File: src/rtl/tvg_pkg.sv
// Shared constants, tables and types of the turtle vector generator.
// Used by the controller, the datapath and the top level; depends on nothing.
`timescale 1ns / 1ps
`default_nettype none

package tvg_pkg;

  // CORDIC and fixed-point set-up
  localparam int CORDIC_ITERATIONS = 16;
  localparam int FRACTION_BITS     = 16;
  localparam int GUARD_BITS        = 8;

  // command characters
  localparam logic [7:0] SYM_DRAW  = 8'd70;
  localparam logic [7:0] SYM_LEFT  = 8'd43;
  localparam logic [7:0] SYM_RIGHT = 8'd45;

  // inverse CORDIC gain, 0.6072529350 in Q32
  localparam logic [31:0] INV_GAIN_Q32 = 32'd2608131496;

  // field widths
  localparam int SYMBOL_W = 8;
  localparam int STEP_W   = 31;
  localparam int ANGLE_W  = 16;
  localparam int COORD_W  = 16;
  localparam int PEN_W    = 32;

  // datapath widths
  localparam int PROD_W  = STEP_W + 32;
  localparam int X_W     = PROD_W - (32 - GUARD_BITS) + 3;
  localparam int Z_W     = 34;
  localparam int ADD_W   = X_W - GUARD_BITS + 1;
  localparam int SAT_W   = 41;
  localparam int ITER_W  = $clog2(CORDIC_ITERATIONS);

  // atan(2^-i), 2^32 per full turn
  localparam int ATAN_DEPTH = 24;
  localparam int ATAN_IDX_W = 5;
  localparam logic [31:0] ATAN_TAB [ATAN_DEPTH] = '{
    32'h20000000, 32'h12E4051E, 32'h09FB385B, 32'h051111D4,
    32'h028B0D43, 32'h0145D7E1, 32'h00A2F61E, 32'h00517C55,
    32'h0028BE53, 32'h00145F2F, 32'h000A2F98, 32'h000517CC,
    32'h00028BE6, 32'h000145F3, 32'h0000A2FA, 32'h0000517D,
    32'h000028BE, 32'h0000145F, 32'h00000A30, 32'h00000518,
    32'h0000028C, 32'h00000146, 32'h000000A3, 32'h00000051
  };

  // configuration port
  localparam int CFG_IDX_W  = 2;
  localparam int CFG_DATA_W = 31;
  localparam logic [CFG_IDX_W-1:0] REG_STEP    = 2'd0;
  localparam logic [CFG_IDX_W-1:0] REG_TURN    = 2'd1;
  localparam logic [CFG_IDX_W-1:0] REG_START_X = 2'd2;
  localparam logic [CFG_IDX_W-1:0] REG_START_Y = 2'd3;

  // controller to datapath
  typedef struct packed {
    logic take;       // input item accepted this cycle
    logic mul;        // form step times inverse gain
    logic load;       // seed CORDIC registers
    logic iter;       // one CORDIC micro-rotation
    logic add;        // round rotated vector and add to pen
    logic emit_move;  // load pen-up result into output register
    logic emit_draw;  // load line result into output register
  } tvg_cmd_t;

  // datapath to controller
  typedef struct packed {
    logic in_draw;    // offered item is 'F'
    logic in_restart; // offered item carries restart
    logic pend_draw;  // accepted item was 'F'
    logic out_free;   // output register can take a result
    logic iter_done;  // last CORDIC iteration in progress
  } tvg_stat_t;

endpackage

`default_nettype wire

File: src/rtl/tvg_ctrl.sv
// Sequencing state machine of the turtle vector generator.
// Depends on tvg_pkg; drives tvg_datapath through tvg_cmd_t.
`timescale 1ns / 1ps
`default_nettype none

module tvg_ctrl
  import tvg_pkg::*;
(
  input  logic      clk,
  input  logic      rst,
  input  logic      in_valid,
  output logic      in_ready,
  input  tvg_stat_t stat,
  output tvg_cmd_t  cmd
);

  localparam logic [2:0] S_IDLE = 3'd0;
  localparam logic [2:0] S_MOVE = 3'd1;
  localparam logic [2:0] S_MUL  = 3'd2;
  localparam logic [2:0] S_LOAD = 3'd3;
  localparam logic [2:0] S_ITER = 3'd4;
  localparam logic [2:0] S_ADD  = 3'd5;
  localparam logic [2:0] S_DRAW = 3'd6;

  logic [2:0] state;
  logic [2:0] state_next;

  assign in_ready = (state == S_IDLE);

  // next state and commands
  always_comb begin
    state_next = state;
    cmd        = '0;
    unique case (state)
      S_IDLE: begin
        if (in_valid) begin
          cmd.take = 1'b1;
          if (stat.in_restart) begin
            state_next = S_MOVE;
          end else if (stat.in_draw) begin
            state_next = S_MUL;
          end
        end
      end
      S_MOVE: begin
        if (stat.out_free) begin
          cmd.emit_move = 1'b1;
          state_next    = stat.pend_draw ? S_MUL : S_IDLE;
        end
      end
      S_MUL: begin
        cmd.mul    = 1'b1;
        state_next = S_LOAD;
      end
      S_LOAD: begin
        cmd.load   = 1'b1;
        state_next = S_ITER;
      end
      S_ITER: begin
        cmd.iter = 1'b1;
        if (stat.iter_done) begin
          state_next = S_ADD;
        end
      end
      S_ADD: begin
        cmd.add    = 1'b1;
        state_next = S_DRAW;
      end
      S_DRAW: begin
        if (stat.out_free) begin
          cmd.emit_draw = 1'b1;
          state_next    = S_IDLE;
        end
      end
      default: begin
        state_next = S_IDLE;
      end
    endcase
  end

  // state register
  always_ff @(posedge clk) begin
    if (rst) begin
      state <= S_IDLE;
    end else begin
      state <= state_next;
    end
  end

endmodule

`default_nettype wire

File: src/rtl/tvg_datapath.sv
// Datapath of the turtle vector generator: configuration, pen and heading,
// gain multiplier, iterative CORDIC, rounding and the output register.
// Depends on tvg_pkg; commanded by tvg_ctrl.
`timescale 1ns / 1ps
`default_nettype none

module tvg_datapath
  import tvg_pkg::*;
(
  input  logic                  clk,
  input  logic                  rst,
  input  tvg_cmd_t              cmd,
  output tvg_stat_t             stat,
  input  logic [SYMBOL_W-1:0]   symbol,
  input  logic                  restart,
  input  logic                  wr_en,
  input  logic [CFG_IDX_W-1:0]  wr_index,
  input  logic [CFG_DATA_W-1:0] wr_data,
  output logic                  out_valid,
  input  logic                  out_ready,
  output logic [COORD_W-1:0]    out_x,
  output logic [COORD_W-1:0]    out_y,
  output logic                  out_down,
  output logic                  out_last
);

  localparam logic signed [SAT_W-1:0] PEN_MAX = SAT_W'(2147483647);
  localparam logic signed [SAT_W-1:0] PEN_MIN = -PEN_MAX - SAT_W'(1);

  // configuration
  logic [STEP_W-1:0]         step_length;
  logic [ANGLE_W-1:0]        turn_angle;
  logic signed [COORD_W-1:0] start_x;
  logic signed [COORD_W-1:0] start_y;

  // turtle state
  logic signed [PEN_W-1:0] pen_x;
  logic signed [PEN_W-1:0] pen_y;
  logic [ANGLE_W-1:0]      heading;
  logic [ANGLE_W-1:0]      heading_next;
  logic                    is_draw;

  // CORDIC working registers
  logic [PROD_W-1:0]     prod;
  logic signed [X_W-1:0] x;
  logic signed [X_W-1:0] y;
  logic signed [Z_W-1:0] z;
  logic [ITER_W-1:0]     iter;

  logic                  back_half;
  logic [ANGLE_W-1:0]    angle_rot;
  logic signed [X_W-1:0] x_seed;
  logic signed [Z_W-1:0] z_seed;
  logic signed [X_W-1:0] x_shift;
  logic signed [X_W-1:0] y_shift;
  logic signed [Z_W-1:0] atan_step;
  logic signed [X_W-1:0] x_guard;
  logic signed [X_W-1:0] y_guard;
  logic signed [ADD_W-1:0] x_sum;
  logic signed [ADD_W-1:0] y_sum;
  logic signed [SAT_W-1:0] start_x_fix;
  logic signed [SAT_W-1:0] start_y_fix;

  // saturate to the signed pen range
  function automatic logic signed [PEN_W-1:0] sat_pen(input logic signed [SAT_W-1:0] v);
    logic signed [PEN_W-1:0] r;
    if (v > PEN_MAX) begin
      r = PEN_W'(PEN_MAX);
    end else if (v < PEN_MIN) begin
      r = PEN_W'(PEN_MIN);
    end else begin
      r = v[PEN_W-1:0];
    end
    return r;
  endfunction

  // round half up to whole pixels and saturate to 16 bits
  function automatic logic [COORD_W-1:0] round_out(input logic signed [PEN_W-1:0] p);
    logic signed [PEN_W:0] s;
    logic signed [PEN_W:0] q;
    logic [COORD_W-1:0]    r;
    s = (PEN_W+1)'(p) + (PEN_W+1)'(1 << (FRACTION_BITS - 1));
    q = s >>> FRACTION_BITS;
    if (q > (PEN_W+1)'(32767)) begin
      r = 16'h7FFF;
    end else if (q < (PEN_W+1)'(-32768)) begin
      r = 16'h8000;
    end else begin
      r = q[COORD_W-1:0];
    end
    return r;
  endfunction

  // decode of the offered item
  assign stat.in_draw    = (symbol == SYM_DRAW);
  assign stat.in_restart = restart;
  assign stat.pend_draw  = is_draw;
  assign stat.out_free   = !out_valid || out_ready;
  assign stat.iter_done  = (iter == ITER_W'(CORDIC_ITERATIONS - 1));

  // start point in pen format
  assign start_x_fix = SAT_W'(start_x) <<< FRACTION_BITS;
  assign start_y_fix = SAT_W'(start_y) <<< FRACTION_BITS;

  // heading after restart and turn
  always_comb begin
    heading_next = restart ? '0 : heading;
    case (symbol)
      SYM_LEFT:  heading_next = heading_next + turn_angle;
      SYM_RIGHT: heading_next = heading_next - turn_angle;
      default:   heading_next = heading_next;
    endcase
  end

  // CORDIC seed: back half-plane negates the vector and turns by half a turn
  assign back_half = heading[ANGLE_W-1] ^ heading[ANGLE_W-2];
  assign angle_rot = {heading[ANGLE_W-1] ^ back_half, heading[ANGLE_W-2:0]};
  assign x_seed    = back_half ? -$signed(X_W'(prod[PROD_W-1:32-GUARD_BITS]))
                               :  $signed(X_W'(prod[PROD_W-1:32-GUARD_BITS]));
  assign z_seed    = {{(Z_W-ANGLE_W-16){angle_rot[ANGLE_W-1]}}, angle_rot, 16'h0000};

  // micro-rotation terms
  assign x_shift   = x >>> iter;
  assign y_shift   = y >>> iter;
  assign atan_step = $signed(Z_W'(ATAN_TAB[ATAN_IDX_W'(iter)]));

  // guard-bit rounding and pen sums
  assign x_guard = x + $signed(X_W'(1 << (GUARD_BITS - 1)));
  assign y_guard = y + $signed(X_W'(1 << (GUARD_BITS - 1)));
  assign x_sum   = ADD_W'(pen_x) + ADD_W'($signed(x_guard[X_W-1:GUARD_BITS]));
  assign y_sum   = ADD_W'(pen_y) + ADD_W'($signed(y_guard[X_W-1:GUARD_BITS]));

  // configuration registers
  always_ff @(posedge clk) begin
    if (rst) begin
      step_length <= STEP_W'(65536);
      turn_angle  <= ANGLE_W'(10923);
      start_x     <= '0;
      start_y     <= '0;
    end else if (wr_en) begin
      unique case (wr_index)
        REG_STEP:    step_length <= wr_data[STEP_W-1:0];
        REG_TURN:    turn_angle  <= wr_data[ANGLE_W-1:0];
        REG_START_X: start_x     <= $signed(wr_data[COORD_W-1:0]);
        REG_START_Y: start_y     <= $signed(wr_data[COORD_W-1:0]);
        default:     ;
      endcase
    end
  end

  // pen, heading and item flag
  always_ff @(posedge clk) begin
    if (rst) begin
      pen_x   <= '0;
      pen_y   <= '0;
      heading <= '0;
      is_draw <= 1'b0;
    end else begin
      if (cmd.take) begin
        heading <= heading_next;
        is_draw <= (symbol == SYM_DRAW);
        if (restart) begin
          pen_x <= sat_pen(start_x_fix);
          pen_y <= sat_pen(start_y_fix);
        end
      end
      if (cmd.add) begin
        pen_x <= sat_pen(SAT_W'(x_sum));
        pen_y <= sat_pen(SAT_W'(y_sum));
      end
    end
  end

  // gain multiply and CORDIC iterations
  always_ff @(posedge clk) begin
    if (cmd.mul) begin
      prod <= PROD_W'(step_length) * PROD_W'(INV_GAIN_Q32);
    end
    if (cmd.load) begin
      x    <= x_seed;
      y    <= '0;
      z    <= z_seed;
      iter <= '0;
    end else if (cmd.iter) begin
      if (!z[Z_W-1]) begin
        x <= x - y_shift;
        y <= y + x_shift;
        z <= z - atan_step;
      end else begin
        x <= x + y_shift;
        y <= y - x_shift;
        z <= z + atan_step;
      end
      iter <= iter + ITER_W'(1);
    end
  end

  // output register
  always_ff @(posedge clk) begin
    if (rst) begin
      out_valid <= 1'b0;
    end else if (cmd.emit_move || cmd.emit_draw) begin
      out_valid <= 1'b1;
    end else if (out_ready) begin
      out_valid <= 1'b0;
    end
  end

  always_ff @(posedge clk) begin
    if (cmd.emit_move || cmd.emit_draw) begin
      out_x    <= round_out(pen_x);
      out_y    <= round_out(pen_y);
      out_down <= cmd.emit_draw;
      out_last <= cmd.emit_draw || !is_draw;
    end
  end

endmodule

`default_nettype wire

File: src/rtl/turtle_vector_generator.sv
// Turtle vector generator: controller and datapath, stream in and out.
// Depends on tvg_pkg, tvg_ctrl and tvg_datapath.
//
// Use:
//   Input items (s_*) carry one command symbol in s_tdata and the restart
//   flag in s_tuser. 'F' draws one step along the heading, '+' and '-'
//   turn, all else is ignored. Restart returns the pen to the start point
//   with heading zero and first emits a pen-up move there.
//   Result items (m_*) carry the rounded, saturated pen target; m_tuser is
//   pen_down and m_tlast marks the final result of an input item. The user
//   must see that registers are written through wr_en / wr_index / wr_data
//   only while idle; the block itself does not enforce it.
// Sequence:
//   A turn or ignored symbol is done in the step that accepts it. An 'F'
//   runs accept, gain multiply, CORDIC load, CORDIC iterations at one per
//   cycle, pen add and result load. A restart first adds a move result.
//   Result loads wait for the output register. One item is worked on at a time.
// Reset and stalls:
//   rst clears the pen, heading and configuration to their defaults and
//   empties the output register. A waiting result sits in the output
//   register; the block keeps working until it needs that register again.
`timescale 1ns / 1ps
`default_nettype none

module turtle_vector_generator
  import tvg_pkg::*;
(
  input  logic                  clk,
  input  logic                  rst,
  input  logic                  s_tvalid,
  output logic                  s_tready,
  input  logic [7:0]            s_tdata,   // [7:0] symbol
  input  logic                  s_tuser,   // [0] restart
  output logic                  m_tvalid,
  input  logic                  m_tready,
  output logic [31:0]           m_tdata,   // [15:0] point_x, [31:16] point_y
  output logic                  m_tuser,   // [0] pen_down
  output logic                  m_tlast,
  input  logic                  wr_en,
  input  logic [CFG_IDX_W-1:0]  wr_index,
  input  logic [CFG_DATA_W-1:0] wr_data
);

  tvg_cmd_t           cmd;
  tvg_stat_t          stat;
  logic [COORD_W-1:0] point_x;
  logic [COORD_W-1:0] point_y;

  // sequencer
  tvg_ctrl u_ctrl (
    .clk      (clk),
    .rst      (rst),
    .in_valid (s_tvalid),
    .in_ready (s_tready),
    .stat     (stat),
    .cmd      (cmd)
  );

  // arithmetic and output register
  tvg_datapath u_dp (
    .clk       (clk),
    .rst       (rst),
    .cmd       (cmd),
    .stat      (stat),
    .symbol    (s_tdata),
    .restart   (s_tuser),
    .wr_en     (wr_en),
    .wr_index  (wr_index),
    .wr_data   (wr_data),
    .out_valid (m_tvalid),
    .out_ready (m_tready),
    .out_x     (point_x),
    .out_y     (point_y),
    .out_down  (m_tuser),
    .out_last  (m_tlast)
  );

  assign m_tdata = {point_y, point_x};

endmodule

`default_nettype wire

File: config.mk
export PLATFORM = sky130hd
export DESIGN_NAME = turtle_vector_generator
export DESIGN_NICKNAME = d
export VERILOG_FILES = /design/src/rtl/tvg_pkg.sv /design/src/rtl/tvg_ctrl.sv /design/src/rtl/tvg_datapath.sv /design/src/rtl/turtle_vector_generator.sv
export SDC_FILE = /design/constraint.sdc
export NUM_CORES = 2
export LEC_CHECK = 0
export BUFFER_PORTS_ARGS = -buffer_cell sky130_fd_sc_hd__buf_2
export CAP_MARGIN = 20
export CORE_UTILIZATION = 25
export CTS_CLUSTER_SIZE = 40
export DETAILED_ROUTE_END_ITERATION = 10
export GPL_TIMING_DRIVEN = 0
export SLEW_MARGIN = 15
export SYNTH_ARGS = -nofsm -noshare
export SYNTH_HDL_FRONTEND = slang
export SYNTH_HIERARCHICAL = 1
export SYNTH_SLANG_ARGS = --single-unit
File: constraint.sdc
create_clock -name clk -period 7.4 [get_ports clk]
set_clock_uncertainty 0.2 [all_clocks]
set_input_delay 0.74 -clock clk [delete_from_list [all_inputs] [get_ports clk]]
set_output_delay 0.74 -clock clk [all_outputs]
set_load 0.1 [all_outputs]
==> metrics.md <==
| Metric | Value |
|---|---|
| Final slew viol count | 0 |
| Die area | 0.201 sq mm |
| Share of synthesized registers carrying an async set or reset | 0% |
| Die H | 448 um |
| Peak Freq | 0.133 GHz |
| Period utilisation layout | 101% |
| Largest net degree at the start of global routing | 54 |
| Setup WS post-layout | -0.0909 ns |
| Area after DPL | 0.0536 sq mm |
| Vias in the first global route | 43,000 |
| Most common cell after layout, fill and taps aside | inv_1 |
| DRC viols | 0 |
| Violated checks | negative setup slack |
| Status | finished, violations left |
| Fin cells | 8,449 |
| CTS Buffer Depth | 3 |
| Initial antenna violation count | 3 |
| 1st-iter DRT viols | 3,646 |
| GPL Wtd Cong | 0.978 |
| Pre-CTS WS | -2.63 ns |
| Num CTS Buffers | 48 |
| Drt wl/cell | 21.8 um |
| Maximum vdd drop | 0.300 mV |
| Crit Path Class | flip-flop to flip-flop |
| Number of hold buffers added after CTS | 0 |
| Final instance area | 0.0572 sq mm |
| Ports | 83 |
| Post-Syn Instances | 5,539 |
| Routed WL | 184 mm |
| Average size of a mapped cell | 8.98 sq um |
| Endpoints failing hold | 0 |
| Worst path required time | 7.58 ns |
| First-pass GRT wire length | 274 mm |
| Ranking of synthesized cells by area | fa_1 18%, ha_1 14%, dfxtp_1 9.1%, edfxtp_1 8.0%, inv_1 4.9% |
| GRT Overall Usage | 18.1% |
| Share of layout cells above drive strength 1 | 11.6% |
| Later-pin clock latency in the skew report | 0.64 ns |
| Core area | 0.198 sq mm |
| Power per Cell Area | 434 mW/mm^2 |
| Worst slew pin tran | 1.20 ns |
| Worst min-delay path category | input pin to flip-flop |
| Overflow after GRT | 0 |
| Die Width | 448 um |
| CTS root buf | clkbuf_16 |
| CP peak stage delay | 0.59 ns |
| CTS tree | yes |
| Port Buffers | 82 |
| Dpl hpwl | 148 mm |
| Initial Util | 25.2% |
| H-tree lvl count | 2 |
| Crit-path most repeated cell | fa_1 |
| Leakage | 0.0252 uW |
| CP max FO | 6 |
| Mapped Nets | 6,593 |
| Post-synth EDFFs | 133 |
| FILL cells | 20,700 |
| Setup Viol. Count Final | 6 |
| RSZ-0062 raised after global routing | yes |
| Crit path buf inv count | 8 |
| FP Rows | 163 |
| Period minus WS final | 7.49 ns |
| Area share of the largest cell type after synthesis | 18.0% |
| Via Count | 43,300 |
| Slew margin rel. | 20.1% |
| Unique cell type count in the Yosys netlist | 91 |
| Routed vias/inst | 5.12 |
| Sequential-to-total area share from yosys stat | 17.1% |
| Crit end category | flip-flop |
| Crit path max-delay family | adder cells |
| Clock-pin slew on the worst setup and hold paths | 0.06 ns |
| CP Data Arrival Time | 7.67 ns |
| Pre-antenna DRT Iters | 6 |
| TritonCTS Sinks | 359 |
| Most frequent cells in the layout | 624 x inv_1, 544 x nand2_1, 523 x ha_1 |
| Routed Antenna Nets | 0 |
| #FFs+latches synth | 359 |
| Yosys Warn Count | 6 |
| Mapped Area | 0.0498 sq mm |
| Area leader, netlist | fa_1 |
| CP Launch Type | flip-flop |
| Inst Count DP | 8,265 |
| Area growth syn-to-layout | 15.0% |
| Max-cap violation count | 0 |
| Number of nets in the layout | 6,823 |
| Cell with the largest stage delay on the worst path | fa_1 |
| Main synth FF type | dfxtp_1 |
[path summary, 6_finish.rpt]
| kind | end | start | cells past startpoint | slack [ns] |
|---|---|---|---|---|
| worst max register to register | u_dp/prod[62]$_DFFE_PP_ | u_dp/step_length[10]$_SDFFE_PP0P_ | 26 | -0.09 |
| worst max-delay path | u_dp/prod[62]$_DFFE_PP_ | u_dp/step_length[10]$_SDFFE_PP0P_ | 26 | -0.09 |
| worst min register to register | u_dp/start_x[7]$_SDFFE_PP0P_ | u_dp/start_x[7]$_SDFFE_PP0P_ | 2 | 0.25 |
| worst min-delay path | u_dp/step_length[16]$_SDFFE_PP1P_ | wr_data[16] | 2 | 0.12 |
[power by group]
group          switching (uW)  internal, uW
logic                   11200          7450
clock network            1020          1490
registers                 771          2900
[layout make-up]
type	instances	area [sq um]	area share, %
Clock inverter	29	342	0.597
Buffer	203	971	1.70
Tap cell	2640	3300	5.77
Inverter	654	2510	4.38
Multi-Input combinational cell	4318	38800	67.8
Antenna cell	2	5.00	0.00874
Timing Repair Buffer	185	1370	2.40
Clock buffer	59	1330	2.32
Sequential cell	359	8630	15.1
[per-layer routing]
metal	track usage (%)	share of wire, %	up-vias
met2	30.1	46	1566
met4	6.99	4.3	0
met1	23.8	43	21600
met3	2.15	6.4	332
li1	-	-	19800
met5	0	0	-
[cell families after synthesis]
kind of cell,share of synthesized area (%)
fa+ha+maj,32.1
simple gates,13.3
xor+xnor,7.62
flops,17.1
buf+inv,6.72
mux,7.78
compound gates,15.4
[state kept, by name, indices dropped and copies added, names as in the netlist]
name,count
u_dp/turn_angle,16
u_dp/out_valid,1
u_dp/out_down,1
u_dp/y,42
u_dp/out_y,16
u_ctrl/state,3
u_dp/iter,4
u_dp/pen_x,32
u_dp/z,34
u_dp/pen_y,32
u_dp/x,42
u_dp/step_length,31
u_dp/start_x,16
u_dp/out_last,1
u_dp/start_y,16
u_dp/prod,39
u_dp/heading,16
u_dp/out_x,16
u_dp/is_draw,1
[worst reg2reg max path: cells and delay by family (launching register included)]
kind | cells | cell delay (ns)
and+or+nand+nor | 2 | 0.23
AOI/OAI and AO/OA | 6 | 1.34
xor gates and xnor gates | 1 | 0.10
buffers and inverters | 8 | 0.71
DFF | 1 | 0.42
adders and majority gates | 9 | 4.22
[stage by stage]
stage | total power [uW] | hold slack (ns) | TNS [ns] | utilization (%)
6_report | 24800 | 0.117 | -0.238 | 29.0
5_1_grt | 26600 | 0.104 | -3.68 | 29.0
4_1_cts | 24200 | 0.0857 | -0.0907 | 28.8
3_5_place_dp | 20800 | 0.248 | -133.93 | 27.1
3_3_place_gp | 20700 | 0.251 | -142.00 | 27.1
2_1_floorplan | 16100 | 0.226 | -0.0198 | -
[what timing repair did]
| action | 4_1_cts | 5_1_grt |
|---|---|---|
| setup buffers | 86 | 14 |
| resized for setup | 234 | 72 |
| setup endpoints to repair | 126 | 46 |
| pin swaps | 101 | 38 |
[synth_stat cells (all sizes together), types with 14 or more instances]
library cell,n
inv,652
ha,560
nand2,545
fa,447
a21oi,398
nor2,339
xnor2,269
dfxtp,226
o21ai,219
xor2,163
clkbuf,147
edfxtp,133
a21o,126
mux2i,118
nand3,104
mux4,97
a31oi,77
and3,62
nor3,62
buf,61
nor2b,60
a211oi,46
mux2,45
o21a,45
nand2b,42
and2,33
a221oi,31
o31ai,31
nand4,28
o21bai,28
or3,28
nor4,21
o211ai,20
nand3b,18
nor3b,18
a21boi,17
a221o,17
or2,16
a22oi,14
No activity file was read; power rests on OpenSTA's default activity.
